[config.mk]
export PLATFORM = sky130hd
export DESIGN_NAME = fkg_ctrl
export DESIGN_NICKNAME = d
export VERILOG_FILES = /design/src/hw/rtl/fkg_pkg.sv /design/src/hw/rtl/fkg_ctrl.sv
export SDC_FILE = /design/constraint.sdc
export NUM_CORES = 1
export LEC_CHECK = 0
export BUFFER_PORTS_ARGS = -buffer_cell sky130_fd_sc_hd__buf_4
export CAP_MARGIN = 10
export CORE_AREA = 2 2 39 41
export CTS_CLUSTER_DIAMETER = 50
export DETAILED_ROUTE_END_ITERATION = 12
export DIE_AREA = 0 0 41 43
export PLACE_DENSITY = 0.41
export SETUP_SLACK_MARGIN = 0.3
export SKIP_CTS_REPAIR_TIMING = 1
export SYNTH_ARGS = -nofsm -noshare
export SYNTH_HDL_FRONTEND = slang
export SYNTH_SLANG_ARGS = --single-unit
[constraint.sdc]
create_clock -name clk -period 1 [get_ports clk]
set_input_delay 0.15 -clock clk [delete_from_list [all_inputs] [get_ports clk]]
set_output_delay 0.15 -clock clk [all_outputs]
set_load 0.01 [all_outputs]
[src/hw/rtl/fkg_pkg.sv]
// ---------------------------------------------------------------------------
// fkg_pkg
// shared types and constants for the fractional knapsack block
// ---------------------------------------------------------------------------
`default_nettype none
package fkg_pkg;
	localparam int MAX_ITEMS = 32;
	localparam int IDX_W = $clog2(MAX_ITEMS);
	localparam int CNT_W = $clog2(MAX_ITEMS + 1);
	localparam int CAP_W = 22;
	localparam int FRAC_W = 17;
	localparam int TOT_W = 37;
	localparam int SUM_W = 38;
	localparam int DIV_W = 38;

	typedef struct packed {
		logic [15:0] profit;
		logic [15:0] weight;
		logic        last_item;
	} req_t;

	typedef struct packed {
		logic [4:0]        rank;
		logic [15:0]       item_profit;
		logic [15:0]       item_weight;
		logic [FRAC_W-1:0] fraction;
		logic [TOT_W-1:0]  total_profit;
		logic              last_result;
	} res_t;

	typedef enum logic [2:0] {
		ST_LOAD, ST_INIT, ST_FILL, ST_DIV, ST_MUL, ST_ACC, ST_EMIT
	} state_t;

	// controller to datapath
	typedef struct packed {
		logic load;     // insert request into the sorted cells
		logic init;     // load capacity, clear sum, rank
		logic fill;     // evaluate item at rank
		logic div_start;
		logic mul;
		logic acc;
		logic emit;
		logic clear;    // end of run
	} cmd_t;

	// datapath to controller
	typedef struct packed {
		logic fits;
		logic partial_done;
		logic div_done;
		logic rank_end;   // current rank is last
	} sts_t;
endpackage
`default_nettype wire

[src/hw/rtl/fkg_ctrl.sv]
// ---------------------------------------------------------------------------
// fkg_ctrl
// sequencer for load, greedy fill and result emission
// ---------------------------------------------------------------------------
`default_nettype none
module fkg_ctrl (
	input  wire logic          clk,
	input  wire logic          arst_n,
	input  wire logic          start,
	input  wire logic          last_item,
	input  wire fkg_pkg::sts_t sts,
	output fkg_pkg::cmd_t      cmd,
	output logic               busy
);
	import fkg_pkg::*;

	state_t state_q, state_d;

	always_ff @(posedge clk or negedge arst_n) begin
		if (!arst_n) state_q <= ST_LOAD;
		else state_q <= state_d;
	end

	always_comb begin
		state_d = state_q;
		cmd = '0;
		busy = (state_q != ST_LOAD);
		unique case (state_q)
			ST_LOAD: begin
				if (start) begin
					cmd.load = 1'b1;
					if (last_item) state_d = ST_INIT;
				end
			end
			ST_INIT: begin
				cmd.init = 1'b1;
				state_d = ST_FILL;
			end
			ST_FILL: begin
				if (sts.partial_done || sts.fits) begin
					cmd.fill = 1'b1;
					state_d = ST_EMIT;
				end else begin
					cmd.div_start = 1'b1;
					state_d = ST_DIV;
				end
			end
			ST_DIV: if (sts.div_done) state_d = ST_MUL;
			ST_MUL: begin
				cmd.mul = 1'b1;
				state_d = ST_ACC;
			end
			ST_ACC: begin
				cmd.acc = 1'b1;
				state_d = ST_EMIT;
			end
			ST_EMIT: begin
				cmd.emit = 1'b1;
				if (sts.rank_end) begin
					cmd.clear = 1'b1;
					state_d = ST_LOAD;
				end else state_d = ST_FILL;
			end
			default: state_d = ST_LOAD;
		endcase
	end
endmodule
`default_nettype wire

==> flow_summary.json, run 1 <==
{
  "grt_usage_pct": 10.5,
  "path_delay_family": "simple AND/OR/NAND/NOR gates",
  "antenna_found_initial": 0,
  "die_area_mm2": 0.00176,
  "gp_congestion": 0.747,
  "ant_nets": 0,
  "grt_pass1_vias": 314,
  "hold_path.class": "in -> reg",
  "placement_rows": 14,
  "status": "complete, but fails checks",
  "synth_warnings": 0,
  "wl_met1_um": 358,
  "cp_num_buf_inv": 1,
  "fin_crit_sh_pct": 139,
  "initial_core_util_pct": 16.8,
  "cts_tree": "done",
  "routed_via_density": 4.30,
  "ios": 17,
  "io_buffers": 16,
  "grt_pass1_wl_um": 1210,
  "clock_skew_ns": 0.000406,
  "setup_viol": 12,
  "grt_max_degree": 8,
  "final_cells": 77,
  "mostFrequentLayoutCell": "buf_4",
  "wl_met2_um": 393,
  "wl_per_cell_um": 10.4,
  "synth_seq_cells": 3,
  "dpl-instance-area_um2": 454,
  "hold_start": "sts[1]",
  "clock_latency_ns": 0.23,
  "cap_viol_max_count": 0,
  "drtIter0Drc": 0,
  "clk_pin_slew_ns": 0.04,
  "p_per_area_mw_per_mm2": 3060,
  "mostFrequentLayoutCells": "buf_4, buf_6, nor2_1, nor2_4, clkbuf_4",
  "die_x_um": 41,
  "rr_startpoint": "state_q[2]$_DFFE_PN0P_",
  "largest-register": "state_q",
  "cts.path.max_buffers": 2,
  "fillCellCount": 138,
  "path_max_fanout": 4,
  "hold_depth": 3,
  "synth_area_leader_cell": "dfrtp_1",
  "rsz0062_at_grt": "true",
  "vias": 331,
  "synth_cell_type_count": 17,
  "grt_overflow": 0,
  "r2r-end": "state_q[0]$_DFFE_PN0P_",
  "antenna_cells": 0,
  "drive_above_1_share_pct": 68.9,
  "cp.required_ns": 0.85,
  "cts_sinks": 3,
  "crit_chain": "or3_4 -> nor2_4 -> buf_6",
  "dp_hpwl_um": 542,
  "violations": "negative setup slack",
  "routed_wl_um": 799,
  "r2r_slack_ns": -0.15,
  "synth.avg_cell_area_um2": 7.27,
  "finalWorstSetupSlack_ns": -0.393,
  "cp.arrival_ns": 1.24,
  "reg.largest.list": "state_q (3)",
  "syn_inst": 32,
  "drc": 0,
  "dr_wl_met3_um": 47,
  "finalHoldViolCount": 0,
  "dp.cells": 70,
  "ys_seq_area_share_pct": 32.3,
  "fmax_ghz": 0.718,
  "cp-start-kind": "flop",
  "relSlewSlack_pct": 86.7,
  "numCtsBuffers": 3,
  "end_kind": "primary output",
  "largest_reg_flops": 3,
  "yosys.area.top_type_share_pct": 32.3,
  "cp_slowest_cell": "dfrtp_2",
  "syn_area_um2": 233,
  "finalCriticalPeriod_ns": 1.39,
  "syn-num-nets": 40,
  "dr.pass1.iters": 1,
  "fin_nets": 70,
  "r2r_cells": 4,
  "htreeDepth": 1,
  "vdd_drop_max_v": 0.00131,
  "chipHeight_um": 43,
  "p_leak_nw": 0.256,
  "area_growth_pct": 144,
  "slew_viol_final": 0,
  "core-area_mm2": 0.00138,
  "top_layer": "met3",
  "stdcell_area_um2": 568,
  "synthTopCellsByArea": "dfrtp_1, nor2_1, nor3_1, buf_6, inv_1",
  "hold_end": "state_q[2]$_DFFE_PN0P_",
  "critPathMaxStageDelay_ns": 0.42,
  "tightest_slew_ns": 0.199,
  "critPathKind": "reg -> out",
  "clockRootBuffer": "clkbuf_4"
}
-- how the worst max path moves through the flow --
stage,start,to,slack [ns],cells after the start
after floorplan,state_q[0]$_DFFE_PN0P_,cmd[7],-0.11,2
after global placement,state_q[2]$_DFFE_PN0P_,state_q[0]$_DFFE_PN0P_,-0.20,4
after detailed placement,state_q[2]$_DFFE_PN0P_,cmd[7],-0.16,3
after CTS,state_q[2]$_DFFE_PN0P_,cmd[7],-0.41,3
after global routing,state_q[1]$_DFFE_PN0P_,cmd[7],-0.43,3
final,state_q[1]$_DFFE_PN0P_,cmd[7],-0.39,3
-- area by class of cell --
class	instances	area (um^2)	area share [%]
multi-input cells	25	216	38.1
repair buffers	26	216	38.1
flip-flops and latches	3	77.6	13.7
clock buffers	4	26.3	4.63
well taps	16	20.0	3.52
inverters	3	11.3	1.98
-- cell families after synthesis --
family / after synthesis / share of synthesized area [%]
AOI/OAI and AO/OA: 6 / 16.1
buffers and inverters: 4 / 9.68
DFF: 3 / 32.3
and+or+nand+nor: 19 / 41.9
-- where the power goes --
part	switching [mW]	internal (mW)
Sequential	0.0926	0.193
Clock	0.0665	0.150
Combinational	0.598	0.639
-- per-stage QoR --
step	hold slack [ns]	setup WS, ns	util, %	total power, mW	TNS, ns
floorplan	-0.146	-0.106	-	0.801	-0.251
global placement	-0.0591	-0.196	32.8	1.26	-1.48
detailed placement	-0.0598	-0.157	32.8	1.23	-1.16
CTS	-0.310	-0.411	34.7	1.46	-3.52
global route	0.224	-0.426	41.0	1.87	-3.76
finish	0.214	-0.393	41.0	1.74	-3.14
-- worst min-delay path, stage by stage --
cell and delay, ns:
buf_4 0.08, o21ai_1 0.05, o21ai_1 0.12
-- cell usage after synthesis --
| cell | instances |
|---|---|
| a21oi_1 | 2 |
| nor3_1 | 3 |
| or2_1 | 1 |
| nand2b_1 | 1 |
| o21ai_1 | 2 |
| a31oi_1 | 1 |
| nand2_2 | 1 |
| nor4_1 | 1 |
| nor2_2 | 1 |
| or3_4 | 1 |
| o221a_1 | 1 |
| nor2_1 | 6 |
| inv_1 | 3 |
| buf_6 | 1 |
| nand2_1 | 3 |
| or3_1 | 1 |
| dfrtp_1 | 3 |
-- routing by layer --
metal / vias to the layer above / track usage, %
met5: - / 0
met4: 0 / 8.00
met3: 0 / 4.71
met2: 10 / 12.8
met1: 154 / 13.6
li1: 167 / -
No activity file was read; power rests on OpenSTA's default activity.
==> run 2: changes to the inputs <==
==> constraint.sdc (replaced) <==
create_clock -name clk -period 1 [get_ports clk]
set_input_delay 0.15 -clock clk [delete_from_list [all_inputs] [get_ports clk]]
set_output_delay 0.15 -clock clk [all_outputs]
set_load 0.05 [all_outputs]
==> run 2 against run 1 <==
Net effect: the flow still finishes with violations (negative setup slack); clock-buffer cell count unchanged; via count increased by 3.0%; critical path depth did not move; die area is the same; sequential share of layout area fell by 1.4 points; utilization grew 4.8 points; clock power down 3%; register-to-register slack got worse by 0.11 ns; setup slack got worse by 0.046 ns; combinational power grew 52%; critical path type unchanged; largest power group unchanged.
==> flow_summary.json, run 2 (same netlist as run 1, synthesis figures left out) <==
{
  "slew_viol_final": 0,
  "mostFrequentLayoutCells": "buf_4, buf_6, nor2_4",
  "drc": 0,
  "reg.largest.list": "state_q (3)",
  "cp.arrival_ns": 1.29,
  "grt_pass1_wl_um": 1420,
  "clk_pin_slew_ns": 0.04,
  "path_delay_family": "simple AND/OR/NAND/NOR gates",
  "initial_core_util_pct": 16.8,
  "grt_usage_pct": 11.7,
  "fin_crit_sh_pct": 144,
  "drive_above_1_share_pct": 72.6,
  "fillCellCount": 149,
  "p_total_mw": 2.35,
  "tightest_slew_ns": 0.211,
  "drtIter0Drc": 3,
  "htreeDepth": 1,
  "crit_start": "state_q[1]$_DFFE_PN0P_",
  "chipHeight_um": 43,
  "cp_num_buf_inv": 1,
  "fmax_ghz": 0.695,
  "routed_via_density": 4.37,
  "die_area_mm2": 0.00176,
  "wl_per_cell_um": 11.4,
  "p_leak_nw": 0.275,
  "core-area_mm2": 0.00138,
  "cap_viol_max_count": 0,
  "setup_viol": 11,
  "dr.pass1.iters": 2,
  "dp_hpwl_um": 647,
  "routed_wl_um": 888,
  "hold_start": "sts[1]",
  "die_x_um": 41,
  "ios": 17,
  "end_kind": "primary output",
  "numCtsBuffers": 3,
  "area_growth_pct": 173,
  "finalCriticalPeriod_ns": 1.44,
  "antenna_cells": 0,
  "p_per_area_mw_per_mm2": 3700,
  "gp_congestion": 0.690,
  "setup-tns-final_ns": -3.50,
  "critPathKind": "reg -> out",
  "grt_max_degree": 8,
  "largest_reg_flops": 3,
  "placement_rows": 14,
  "dp.cells": 71,
  "vias": 341,
  "final_cells": 78,
  "status": "complete, but fails checks",
  "violations": "negative setup slack",
  "ant_nets": 0,
  "hold_path.class": "in -> reg",
  "crit_chain": "or3_4 -> nor2_4 -> buf_6",
  "cp_slowest_cell": "dfrtp_2",
  "finalWorstSetupSlack_ns": -0.439,
  "grt_overflow": 0,
  "grt_pass1_vias": 374,
  "cts_sinks": 3,
  "io_buffers": 16,
  "vdd_drop_max_v": 0.00145,
  "cts.path.max_buffers": 2,
  "clock_latency_ns": 0.23,
  "path_max_fanout": 2,
  "clock_skew_ns": 0.00376,
  "rsz0062_at_grt": "true",
  "cp-start-kind": "flop",
  "cts_tree": "done",
  "fin_nets": 71,
  "largest-register": "state_q",
  "finalHoldViolCount": 0,
  "antenna_found_initial": 0,
  "relSlewSlack_pct": 85.8,
  "critPathMaxStageDelay_ns": 0.41,
  "clockRootBuffer": "clkbuf_4",
  "cp.required_ns": 0.85,
  "rr_startpoint": "state_q[0]$_DFFE_PN0P_",
  "mostFrequentLayoutCell": "buf_4"
}
[run 2: final cells by class]
type / count / area [um^2] / area share (%)
Tap cell: 16 / 20.0 / 3.16
Timing Repair Buffer: 27 / 262 / 41.2
Sequential cell: 3 / 77.6 / 12.2
Multi-Input combinational cell: 25 / 235 / 37.1
Clock buffer: 4 / 26.3 / 4.14
Inverter: 3 / 13.8 / 2.17
[run 2: where the power goes]
group	leakage (nW)	total (mW)	internal [mW]	switching, mW
clock network	0.0150	0.209	0.149	0.0594
logic	0.226	1.88	0.832	1.05
registers	0.0339	0.257	0.193	0.0635
total	0.275	2.35	1.17	1.17
[run 2: path summary, 6_finish.rpt]
kind | cells past startpoint | to | slack [ns]
setup / recovery | 3 | cmd[7] | -0.44
hold / removal | 3 | state_q[1]$_DFFE_PN0P_ | 0.22
setup reg to reg | 5 | state_q[2]$_DFFE_PN0P_ | -0.26
hold reg to reg | 3 | state_q[2]$_DFFE_PN0P_ | 0.73
max in group asynchronous | 2 | state_q[1]$_DFFE_PN0P_ | 0.65
min in group asynchronous | 2 | state_q[0]$_DFFE_PN0P_ | 0.25
[run 2: per-stage QoR]
| stage | util [%] | setup slack [ns] | hold WS [ns] | cell area (um^2) |
|---|---|---|---|---|
| floorplan | - | -0.389 | -0.146 | 303 |
| global placement | 35.5 | -0.239 | -0.0603 | 492 |
| detailed placement | 35.5 | -0.253 | -0.0592 | 492 |
| CTS | 37.4 | -0.501 | -0.304 | 518 |
| global route | 45.8 | -0.477 | 0.213 | 634 |
| finish | 45.8 | -0.439 | 0.215 | 634 |
[run 2: worst reg2reg max path: cells and delay by family (launching register included)]
family	cells	cell delay, ns
compound gates	2	0.15
buf+inv	2	0.27
flops	1	0.42
simple gates	1	0.30
[run 2: routing by layer]
metal / global-route usage [%] / vias to the layer above / share of wire [%]
met5: 0 / - / 0
met4: 4.00 / 0 / 0
met3: 3.14 / 0 / 6.0
met2: 18.4 / 11 / 58
met1: 14.6 / 162 / 36
li1: - / 168 / -
